==> config.mk <==
export PLATFORM = sky130hd
export DESIGN_NAME = log_message_stream_deframer
export DESIGN_NICKNAME = d
export VERILOG_FILES = /design/src/rtl/lmsd_pkg.sv /design/src/rtl/lmsd_parser.sv /design/src/rtl/lmsd_result_fifo.sv /design/src/rtl/log_message_stream_deframer.sv
export SDC_FILE = /design/constraint.sdc
export NUM_CORES = 1
export LEC_CHECK = 0
export BUFFER_PORTS_ARGS = -buffer_cell sky130_fd_sc_hd__buf_2
export CORE_ASPECT_RATIO = 0.5
export CORE_MARGIN = 3
export CORE_UTILIZATION = 30
export CTS_CLUSTER_DIAMETER = 200
export DETAILED_ROUTE_END_ITERATION = 6
export SYNTH_ARGS = -nofsm -noshare
export SYNTH_HDL_FRONTEND = slang
export SYNTH_SLANG_ARGS = --single-unit
==> constraint.sdc <==
create_clock -name clk -period 8.44 [get_ports clk]
set_input_delay 2.11 -clock clk [delete_from_list [all_inputs] [get_ports clk]]
set_output_delay 2.11 -clock clk [all_outputs]
set_load 0.1 [all_outputs]
==> src/rtl/lmsd_pkg.sv <==
// Shared types and constants of the log message stream deframer.
package lmsd_pkg;

    // Header checks
    localparam int unsigned HDR_IDX_W   = 4;
    localparam int unsigned MAGIC_BYTES = 7;
    localparam logic [7:0] MAGIC [MAGIC_BYTES] = '{8'h55, 8'h4C, 8'h6F, 8'h67,
                                                   8'h01, 8'h12, 8'h35};
    localparam logic [7:0] LOG_VERSION = 8'h01;

    // Message types with special handling
    localparam logic [7:0] TYPE_FLAGS   = 8'h42;  // 'B'
    localparam logic [7:0] TYPE_SUB     = 8'h41;  // 'A'
    localparam logic [7:0] TYPE_DATA    = 8'h44;  // 'D'
    localparam logic [7:0] TYPE_DROPOUT = 8'h4F;  // 'O'

    // Minimum payload lengths
    localparam logic [15:0] FLAGS_MIN_LEN = 16'd40;
    localparam logic [15:0] SUB_MIN_LEN   = 16'd3;
    localparam logic [15:0] DATA_MIN_LEN  = 16'd2;

    // Status codes
    localparam logic [2:0] ST_OK          = 3'd0;
    localparam logic [2:0] ST_BAD_MAGIC   = 3'd1;
    localparam logic [2:0] ST_BAD_VERSION = 3'd2;
    localparam logic [2:0] ST_TRUNCATED   = 3'd3;
    localparam logic [2:0] ST_FLAGS_SHORT = 3'd4;
    localparam logic [2:0] ST_INCOMPAT    = 3'd5;
    localparam logic [2:0] ST_SUB_SHORT   = 3'd6;
    localparam logic [2:0] ST_DATA_SHORT  = 3'd7;

    // Result queue
    localparam int unsigned QDEPTH = 4;
    localparam int unsigned QPTR_W = 2;
    localparam int unsigned QCNT_W = 3;

    typedef struct packed {
        logic        kind;
        logic [7:0]  msg_type;
        logic [15:0] length;
        logic [15:0] msg_id;
        logic [7:0]  instance_id;
        logic [2:0]  status;
        logic [31:0] dropouts;
        logic        last;
    } lmsd_result_t;

    // Up to two results written per accepted item
    typedef struct packed {
        logic [1:0]   count;
        lmsd_result_t first;
        lmsd_result_t second;
    } lmsd_wr_t;

endpackage

==> src/rtl/lmsd_parser.sv <==
// Byte-level parser: header check, message framing and result generation.
module lmsd_parser
    import lmsd_pkg::*;
#(
    parameter int unsigned HEADER_BYTES = 16
)
(
    input  logic       clk,
    input  logic       rst_n,
    input  logic       take,
    input  logic [7:0] data_byte,
    input  logic       end_of_file,
    output lmsd_wr_t   wr
);

    typedef enum logic [2:0] {
        PH_HEADER,
        PH_LEN0,
        PH_LEN1,
        PH_TYPE,
        PH_PAYLOAD
    } phase_t;

    localparam logic [HDR_IDX_W-1:0] HDR_LAST = HDR_IDX_W'(HEADER_BYTES - 1);

    phase_t                phase_reg, phase_next;
    logic [HDR_IDX_W-1:0]  hidx_reg, hidx_next;
    logic [15:0]           len_reg, len_next;
    logic [7:0]            type_reg, type_next;
    logic [15:0]           pcnt_reg, pcnt_next;
    logic [15:0]           id_reg, id_next;
    logic [7:0]            inst_reg, inst_next;
    logic                  flags_reg, flags_next;
    logic [31:0]           drop_reg, drop_next;
    logic                  failed_reg, failed_next;
    logic [1:0]            fault_reg, fault_next;

    logic                  done;
    logic                  hdr_err;
    logic                  err;
    logic [2:0]            msg_status;
    logic [15:0]           msg_id;
    logic [7:0]            msg_inst;
    logic                  have_sum;
    lmsd_result_t          rpt;
    lmsd_result_t          sum;

    always_comb
    begin
        phase_next  = phase_reg;
        hidx_next   = hidx_reg;
        len_next    = len_reg;
        type_next   = type_reg;
        pcnt_next   = pcnt_reg;
        id_next     = id_reg;
        inst_next   = inst_reg;
        flags_next  = flags_reg;
        drop_next   = drop_reg;
        failed_next = failed_reg;
        fault_next  = fault_reg;
        done        = 1'b0;
        hdr_err     = 1'b0;
        msg_status  = ST_OK;
        msg_id      = '0;
        msg_inst    = '0;
        wr          = '0;
        rpt         = '0;
        sum         = '0;
        have_sum    = 1'b0;
        err         = 1'b0;

        if (take && !failed_reg)
        begin
            case (phase_reg)
                PH_HEADER:
                begin
                    if (hidx_reg < HDR_IDX_W'(MAGIC_BYTES) && fault_reg == 2'd0 &&
                        data_byte != MAGIC[hidx_reg[2:0]])
                    begin
                        fault_next = ST_BAD_MAGIC[1:0];
                    end
                    if (hidx_reg == HDR_IDX_W'(MAGIC_BYTES) && fault_reg == 2'd0 &&
                        data_byte != LOG_VERSION)
                    begin
                        fault_next = ST_BAD_VERSION[1:0];
                    end
                    if (hidx_reg == HDR_LAST)
                    begin
                        if (fault_next != 2'd0)
                            hdr_err = 1'b1;
                        else
                            phase_next = PH_LEN0;
                    end
                    else
                    begin
                        hidx_next = hidx_reg + 1'b1;
                    end
                end
                PH_LEN0:
                begin
                    len_next   = {8'd0, data_byte};
                    phase_next = PH_LEN1;
                end
                PH_LEN1:
                begin
                    len_next   = {data_byte, len_reg[7:0]};
                    phase_next = PH_TYPE;
                end
                PH_TYPE:
                begin
                    type_next  = data_byte;
                    pcnt_next  = '0;
                    id_next    = '0;
                    inst_next  = '0;
                    flags_next = 1'b0;
                    if (len_reg == 16'd0)
                        done = 1'b1;
                    else
                        phase_next = PH_PAYLOAD;
                end
                PH_PAYLOAD:
                begin
                    // pick identifiers and the incompatible-flags word out of the payload
                    if (type_reg == TYPE_SUB)
                    begin
                        if (pcnt_reg == 16'd0)
                            inst_next = data_byte;
                        else if (pcnt_reg == 16'd1)
                            id_next = {id_reg[15:8], data_byte};
                        else if (pcnt_reg == 16'd2)
                            id_next = {data_byte, id_reg[7:0]};
                    end
                    else if (type_reg == TYPE_DATA)
                    begin
                        if (pcnt_reg == 16'd0)
                            id_next = {id_reg[15:8], data_byte};
                        else if (pcnt_reg == 16'd1)
                            id_next = {data_byte, id_reg[7:0]};
                    end
                    else if (type_reg == TYPE_FLAGS)
                    begin
                        if (pcnt_reg inside {[16'd8:16'd15]} && data_byte != 8'd0)
                            flags_next = 1'b1;
                    end
                    pcnt_next = pcnt_reg + 16'd1;
                    if (pcnt_next >= len_reg)
                        done = 1'b1;
                end
                default:
                begin
                    phase_next = PH_HEADER;
                end
            endcase

            if (done)
            begin
                case (type_next)
                    TYPE_FLAGS:
                    begin
                        if (len_next < FLAGS_MIN_LEN)
                            msg_status = ST_FLAGS_SHORT;
                        else if (flags_next)
                            msg_status = ST_INCOMPAT;
                    end
                    TYPE_SUB:
                    begin
                        if (len_next < SUB_MIN_LEN)
                            msg_status = ST_SUB_SHORT;
                        else
                        begin
                            msg_id   = id_next;
                            msg_inst = inst_next;
                        end
                    end
                    TYPE_DATA:
                    begin
                        if (len_next < DATA_MIN_LEN)
                            msg_status = ST_DATA_SHORT;
                        else
                            msg_id = id_next;
                    end
                    TYPE_DROPOUT:
                    begin
                        if (drop_reg != '1)
                            drop_next = drop_reg + 32'd1;
                    end
                    default:
                    begin
                    end
                endcase
                phase_next = PH_LEN0;
            end

            err = hdr_err || (done && msg_status != ST_OK);

            if (hdr_err)
            begin
                rpt.kind   = 1'b1;
                rpt.status = {1'b0, fault_next};
            end
            else
            begin
                rpt.kind        = (msg_status != ST_OK);
                rpt.msg_type    = type_next;
                rpt.length      = len_next;
                rpt.msg_id      = msg_id;
                rpt.instance_id = msg_inst;
                rpt.status      = msg_status;
            end
            rpt.dropouts = drop_next;

            // end-of-file summary, judged on the phase after this byte
            have_sum     = end_of_file && !err;
            sum.kind     = 1'b1;
            sum.dropouts = drop_next;
            sum.last     = 1'b1;
            if (phase_next == PH_HEADER)
                sum.status = ST_BAD_MAGIC;
            else if (phase_next == PH_PAYLOAD)
            begin
                sum.status   = ST_TRUNCATED;
                sum.msg_type = type_next;
                sum.length   = len_next;
            end
            else
                sum.status = ST_OK;

            if ((done || hdr_err) && have_sum)
            begin
                wr.count  = 2'd2;
                wr.first  = rpt;
                wr.second = sum;
            end
            else if (done || hdr_err)
            begin
                rpt.last = 1'b1;
                wr.count = 2'd1;
                wr.first = rpt;
            end
            else if (have_sum)
            begin
                wr.count = 2'd1;
                wr.first = sum;
            end

            if (err && !end_of_file)
                failed_next = 1'b1;
        end

        // any end-of-file byte starts a fresh file
        if (take && end_of_file)
        begin
            phase_next  = PH_HEADER;
            hidx_next   = '0;
            len_next    = '0;
            type_next   = '0;
            pcnt_next   = '0;
            id_next     = '0;
            inst_next   = '0;
            flags_next  = 1'b0;
            drop_next   = '0;
            failed_next = 1'b0;
            fault_next  = 2'd0;
        end
    end

    always_ff @(posedge clk or negedge rst_n)
    begin
        if (!rst_n)
        begin
            phase_reg  <= PH_HEADER;
            hidx_reg   <= '0;
            len_reg    <= '0;
            type_reg   <= '0;
            pcnt_reg   <= '0;
            id_reg     <= '0;
            inst_reg   <= '0;
            flags_reg  <= 1'b0;
            drop_reg   <= '0;
            failed_reg <= 1'b0;
            fault_reg  <= 2'd0;
        end
        else
        begin
            phase_reg  <= phase_next;
            hidx_reg   <= hidx_next;
            len_reg    <= len_next;
            type_reg   <= type_next;
            pcnt_reg   <= pcnt_next;
            id_reg     <= id_next;
            inst_reg   <= inst_next;
            flags_reg  <= flags_next;
            drop_reg   <= drop_next;
            failed_reg <= failed_next;
            fault_reg  <= fault_next;
        end
    end

endmodule

==> src/rtl/lmsd_result_fifo.sv <==
// Result queue: takes up to two results per cycle, hands out one per cycle while out_ready is high.
module lmsd_result_fifo
    import lmsd_pkg::*;
(
    input  logic         clk,
    input  logic         rst_n,
    input  lmsd_wr_t     wr,
    output logic         room,
    output logic         out_valid,
    input  logic         out_ready,
    output lmsd_result_t out_data
);

    lmsd_result_t        mem [QDEPTH];
    logic [QPTR_W-1:0]   wptr_reg, wptr_next;
    logic [QPTR_W-1:0]   rptr_reg, rptr_next;
    logic [QCNT_W-1:0]   cnt_reg, cnt_next;
    logic                pop;

    assign room      = (cnt_reg <= QCNT_W'(QDEPTH - 2));
    assign out_valid = (cnt_reg != '0);
    assign out_data  = mem[rptr_reg];
    assign pop       = out_valid && out_ready;

    always_comb
    begin
        wptr_next = wptr_reg + QPTR_W'(wr.count);
        rptr_next = rptr_reg + QPTR_W'(pop);
        cnt_next  = cnt_reg + QCNT_W'(wr.count) - QCNT_W'(pop);
    end

    always_ff @(posedge clk)
    begin
        if (wr.count != 2'd0)
            mem[wptr_reg] <= wr.first;
        if (wr.count == 2'd2)
            mem[wptr_reg + 1'b1] <= wr.second;
    end

    always_ff @(posedge clk or negedge rst_n)
    begin
        if (!rst_n)
        begin
            wptr_reg <= '0;
            rptr_reg <= '0;
            cnt_reg  <= '0;
        end
        else
        begin
            wptr_reg <= wptr_next;
            rptr_reg <= rptr_next;
            cnt_reg  <= cnt_next;
        end
    end

endmodule

==> src/rtl/log_message_stream_deframer.sv <==
// Top level of the log message stream deframer.
//
// Channel   Dir  Carries
// s_*       in   one log file byte per item; tlast marks the last byte of the file
// m_*       out  message reports and end-of-file / error summaries;
//                tlast marks the last result caused by one input byte
//
// One byte is parsed per cycle: the parser state registers update in the
// accept cycle and its results land in a four-entry result queue, so a byte
// can be taken every cycle while the queue holds two or fewer results.
// A byte makes at most two results; the output drains one per cycle, so a
// stalled output stops input only once the queue holds three results or more.
// With an empty queue, results appear on m_* in the cycle after the byte that caused them.
// rst_n clears all parser state and empties the queue; any tlast byte also
// returns the parser to its start-of-file state.
module log_message_stream_deframer
    import lmsd_pkg::*;
#(
    parameter int unsigned HEADER_BYTES = 16
)
(
    input  logic        clk,
    input  logic        rst_n,
    input  logic        s_tvalid,
    output logic        s_tready,
    input  logic [7:0]  s_tdata,   // [7:0] data_byte
    input  logic        s_tlast,   // end_of_file
    output logic        m_tvalid,
    input  logic        m_tready,
    // [7:0] message_type, [23:8] message_length, [39:24] message_id,
    // [47:40] instance_id, [50:48] status, [82:51] dropouts, [87:83] zero
    output logic [87:0] m_tdata,
    output logic        m_tuser,   // result_kind
    output logic        m_tlast    // final_res
);

    lmsd_wr_t     wr;
    lmsd_result_t res;
    logic         take;

    assign take = s_tvalid && s_tready;

    lmsd_parser #(
        .HEADER_BYTES (HEADER_BYTES)
    ) u_parser (
        .clk         (clk),
        .rst_n       (rst_n),
        .take        (take),
        .data_byte   (s_tdata),
        .end_of_file (s_tlast),
        .wr          (wr)
    );

    lmsd_result_fifo u_fifo (
        .clk       (clk),
        .rst_n     (rst_n),
        .wr        (wr),
        .room      (s_tready),
        .out_valid (m_tvalid),
        .out_ready (m_tready),
        .out_data  (res)
    );

    // pack the result, first field lowest
    assign m_tdata = {5'd0, res.dropouts, res.status, res.instance_id,
                      res.msg_id, res.length, res.msg_type};
    assign m_tuser = res.kind;
    assign m_tlast = res.last;

endmodule

### After elaboration in Yosys (flattened, before gate mapping)

Memory sizes are Yosys's and may differ from the RTL's.
Cells that the tools add are included.

* flip-flop bits (word level): 114
* RAM bits: 340
* bits in read-only memories: 64
* input bits: 13
* output and inout port bits: 92
* word-level logic and storage cells: 192
* memories kept: 2

* add/subtract/negate cells: 8
* order comparisons: 9
* eq/ne operators: 21
* mux-type cells: 101
* bitwise gates (word level): 1
* reduce and logical (&&, ||, !) cells: 36

Memories
* u_fifo.mem: words 4, bits a word 85, rd ports 1, clocked after Yosys merged registers in 0, wr ports 2, line lmsd_result_fifo.sv:14 `lmsd_result_t mem [QDEPTH];`
* (name not given): words 8, bits a word 8, rd ports 1, clocked after Yosys merged registers in 0, wr ports 0, line lmsd_parser.sv:78 `data_byte != MAGIC[hidx_reg[2:0]])`

Operators with widths (number)
* 16-bit 2-to-1 mux: 17
* 87-bit 2-to-1 mux: 2
* 172-bit 2-to-1 mux: 1
* 32-bit 2-to-1 mux: 5
* 16-bit case mux with 2 select lines: 4
* 8-bit 2-to-1 mux: 13
* 86-bit 2-to-1 mux: 1
* 85-bit 2-to-1 mux: 1
* 8-bit by 7-bit equality test with 1-bit output (second input constant): 7
* 24-bit 2-to-1 mux: 2
* 48-bit 2-to-1 mux: 1
* 3-bit 2-to-1 mux: 15
* 32-bit by 1-bit adder with 32-bit output (second input constant): 1
* 16-bit zero test: 2
* 16-bit by 2-bit < comparator with 1-bit output (second input constant): 2
* 32-bit inequality test (second input constant): 1
* 1-bit 2-to-1 mux: 22
* 16-bit by 1-bit adder with 16-bit output (second input constant): 1
* 16-bit by 1-bit equality test with 1-bit output (second input constant): 1
* 16-bit by 2-bit equality test with 1-bit output (second input constant): 1
* 16-bit >= comparator: 1
* 16-bit by 4-bit >= comparator with 1-bit output (second input constant): 1
* 16-bit by 4-bit less-or-equal comparator with 1-bit output (second input constant): 1
* 16-bit by 6-bit < comparator with 1-bit output (second input constant): 1
* other kinds (35): 72

### Logic depth before layout (Yosys ltp)

* depth after elaboration: 26
* gate-level depth with buffers: 26

### Hierarchy

From an unflattened synthesis, not the netlist that was laid out.

* cells, all modules: 1981
* area, all modules: 25645.8 µm²

Modules (own cells, without submodules)
* lmsd_result_fifo: times used 1, cells each 865, area each 16983.8 µm²
* lmsd_parser: times used 1, cells each 1109, area each 8614.5 µm²
* log_message_stream_deframer: times used 1, cells each 7, area each 47.5 µm²

### Least setup slack after synthesis

Ideal clock, no wire load.

* kind: input-to-reg
* from: input s_tdata[1]
* to: memory u_fifo.mem[0][0] (netlist bit), enable pin
* library setup time: 414 ps
* arrival time: 6619 ps
* required time: 8026 ps
* slack: 1407 ps
* stages: 17
* cell sequence: clkbuf_1 > and2_1 > a221oi_1 > and4_1 > and4_1 > buf_4 > inv_1 > o21ai_1 > a21oi_1 > and2_1 > ha_1 > clkbuf_1 > o21ai_0 > nor3_1 > nor2_1 > clkbuf_1 > inv_1

RTL lines
* from (decl): line log_message_stream_deframer.sv:26 `input logic [7:0] s_tdata,`
* to (decl): line lmsd_result_fifo.sv:14

==> results.json <==
{
  "ys_warn_count": 0,
  "grtUsageMet3_pct": 2.33,
  "routed_wirelength_um": 56700,
  "startpoint_type": "primary input",
  "clockBufferDepth": 3,
  "grt_max_degree": 65,
  "regArea_mm2": 0.0121,
  "synth.largest_area_cell": "edfxtp_1",
  "fillers": 6957,
  "postRouteAntennaNets": 0,
  "netlist.area_leader.share_pct": 33.4,
  "powerDensity_mw_per_mm2": 315,
  "p_leak_nw": 8.77,
  "postPlaceCellArea_mm2": 0.0230,
  "critPathBufInv": 5,
  "setup_viol": 0,
  "core_region_area_mm2": 0.0701,
  "rsz0062_at_grt": "false",
  "die_w_um": 386,
  "final_layout_size_suffix_gt1_share_pct": 16.3,
  "fin_crit_sh_pct": 79.7,
  "ios": 105,
  "synthTopCellsByArea": "edfxtp_1, dfrtp_1, dfxtp_1",
  "cts_tree": "yes",
  "grt_pass1_wl_um": 89500,
  "clock-sinks": 454,
  "place_congestion": 0.827,
  "r2r_setup_slack_ns": 1.86,
  "ys_seq_elements": 454,
  "post_cts_buffers": 0,
  "crit_family": "simple AND/OR/NAND/NOR gates",
  "drc": 0,
  "syn_inst": 1937,
  "r2r_cells": 22,
  "via_count": 15300,
  "holdPathStages": 2,
  "cts_resized": 0,
  "h-tree-depth": 2,
  "slowest_stage": "a221oi_1",
  "required_ns": 8.69,
  "outcome": "finished, final reports clean",
  "num_rows": 68,
  "drt_iter0_markers": 1088,
  "finalSetupTns_ns": 0,
  "firstDrtPassIters": 5,
  "async_flop_share_pct": 25.1,
  "cp_max_fo": 36,
  "worstMarginPinSlew_ns": 1.23,
  "crit_arrival_ns": 6.98,
  "ys_seq_area_share_pct": 55.8,
  "track_usage_pct": 14.9,
  "drv_slew": 0,
  "cts_root_buf": "clkbuf_16",
  "max_freq_mhz": 149,
  "cp_cell_sequence": "buf_2 -> and2_1 -> a221oi_1 -> and4_1 -> and4_1 -> inv_1 -> o21ai_1 -> a21oi_1 -> and2_1 -> ha_1 -> o21ai_0 -> nor3_1 -> nor2_2 -> buf_4 -> inv_2 -> buf_12",
  "worstSkewPairLatency_ns": 0.58,
  "vias_per_cell": 5.13,
  "whs_endpoint": "u_fifo.mem[3][38]",
  "worstHoldStart": "u_fifo.mem[3][38]",
  "top_usage_layer": "met2",
  "worst-setup-path-type": "primary input to register",
  "slew_headroom_pct": 17.9,
  "r2r_start": "u_parser.pcnt_reg[0]",
  "wl_per_cell_um": 19.0,
  "gr-usage-met2_pct": 25.4,
  "ir_drop_uv": 378,
  "multi_input_area_mm2": 0.00886,
  "grt_overflow": 0,
  "worst_setup_path_end_kind": "register",
  "dieArea_mm2": 0.0755,
  "grt_pass1_vias": 15100,
  "start_util_pct": 30.8,
  "synth_flop_cell": "edfxtp_1",
  "hold_violations": 0,
  "r2r_end": "u_fifo.mem[0][26]",
  "port-buffer-count": 99,
  "avgSynthCellArea_um2": 11.2,
  "slowest_delay_ns": 0.62,
  "antenna_found_initial": 4,
  "synth_edf_count": 240,
  "yosysUniqueCellTypes": 77,
  "largest_reg_flops": 340,
  "cts_made_buffers": 47,
  "areaGrowthSynthToFinish_pct": 13.4,
  "syn_area_mm2": 0.0216,
  "cap_viol_max_count": 0,
  "hp-class": "register to register",
  "hpwl_um": 36800,
  "ctsHoldBuffers": 0,
  "fin_area_mm2": 0.0245,
  "grt.met1_usage_pct": 19.7,
  "clock_skew_ns": 0.0162,
  "min_period_ns": 6.73,
  "layout.nets": 2035,
  "fp.dieH_um": 196,
  "clkTransAtPathRegs_ns": 0.06
}
[metal layers]
layer  part of all wire (%)  vias to the layer above  wire length, µm
met5                      0                        -                0
met4                    2.1                        0             1170
met3                    5.1                       71             2920
met2                     49                      402            27900
met1                     44                     7651            24700
li1                       -                     7151                -
[kinds of logic after synthesis]
kind of cell | synth area share, %
AOI/OAI and AO/OA | 10.6
xor gates and xnor gates | 2.23
muxes | 9.97
adders and majority gates | 1.77
DFF | 55.8
and+or+nand+nor | 16.3
other | 0.0174
buffers and inverters | 3.36
[tightest hold or removal path, delay by kind of cell, from the launching register on]
kind	cells	cell delay, ns
AO/OA/AOI/OAI	1	0.05
flip-flops	1	0.30
AND/OR/NAND/NOR	1	0.05
[placed cells by master (no fill, tap or decap), drive strengths merged, types with 10 or more instances in the layout]
cell / count
nand2: 215
nand3: 49
edfxtp: 240
nor2: 319
ha: 29
inv: 38
o21ai: 178
a21oi: 50
o22ai: 18
a31oi: 23
dfrtp: 114
mux2i: 22
clkbuf: 62
a22o: 26
and2: 31
dfxtp: 100
mux4: 85
buf: 124
nand4: 20
xor2: 28
xnor2: 27
clkinv: 17
o31ai: 12
and3: 28
nor3: 23
nor2b: 10
nor4: 17
a211oi: 11
[worst max path at each step]
| stage | startpoint | endpoint | slack [ns] | depth (start not counted) |
|---|---|---|---|---|
| 6_report | s_tdata[4] | u_fifo.mem[0][26] | 1.71 | 16 |
| 5_1_grt | u_parser.pcnt_reg[0] | u_fifo.mem[0][26] | 1.31 | 22 |
| 4_1_cts | s_tdata[3] | u_fifo.mem[0][67] | 1.80 | 16 |
| 3_5_place_dp | s_tdata[3] | u_fifo.mem[0][77] | 1.22 | 16 |
| 3_3_place_gp | s_tdata[3] | u_fifo.mem[0][68] | 1.36 | 16 |
| 2_1_floorplan | s_tdata[1] | u_fifo.mem[0][0] | 1.41 | 17 |
[stage by stage]
stage | total power, mW | util, % | cells | hold WS, ns | worst slack, ns
4_1_cts | 7.78 | 34.9 | 2974 | 0.447 | 1.80
2_1_floorplan | 5.10 | - | 1941 | 0.420 | 1.41
3_5_place_dp | 5.71 | 32.8 | 2888 | 0.439 | 1.22
3_3_place_gp | 5.70 | 32.8 | 2888 | 0.429 | 1.36
5_1_grt | 8.01 | 34.9 | 2976 | 0.468 | 1.31
6_report | 7.72 | 34.9 | 2976 | 0.446 | 1.71
[synthesized netlist by cell type (27+ instances only)]
| master | n |
|---|---|
| edfxtp_1 | 240 |
| nand3_1 | 45 |
| dfxtp_1 | 100 |
| nor2_1 | 317 |
| mux4_2 | 85 |
| a21oi_1 | 50 |
| o21ai_1 | 44 |
| o21ai_0 | 134 |
| xnor2_1 | 27 |
| xor2_1 | 28 |
| ha_1 | 29 |
| dfrtp_1 | 114 |
| and2_1 | 29 |
| nand2_1 | 210 |
| and3_1 | 28 |
| inv_1 | 37 |
| clkbuf_1 | 69 |
[power by group]
| part | leakage (nW) | switching, mW | total (mW) | internal [mW] |
|---|---|---|---|---|
| logic | 3.37 | 2.26 | 2.95 | 0.687 |
| clock network | 0.742 | 0.869 | 2.07 | 1.20 |
| registers | 4.65 | 0.247 | 2.70 | 2.46 |
| total | 8.77 | 3.38 | 7.72 | 4.34 |
[final cells by class]
cell class | count | share of cell area [%]
diodes | 2 | 0.0204
clock buffers | 62 | 5.11
clock inverters | 24 | 1.04
inverters | 37 | 0.567
multi-input cells | 1328 | 36.2
flip-flops and latches | 454 | 49.3
well taps | 945 | 4.83
repair buffers | 124 | 3.00
Note: power is estimated with default switching activity, not from simulation.
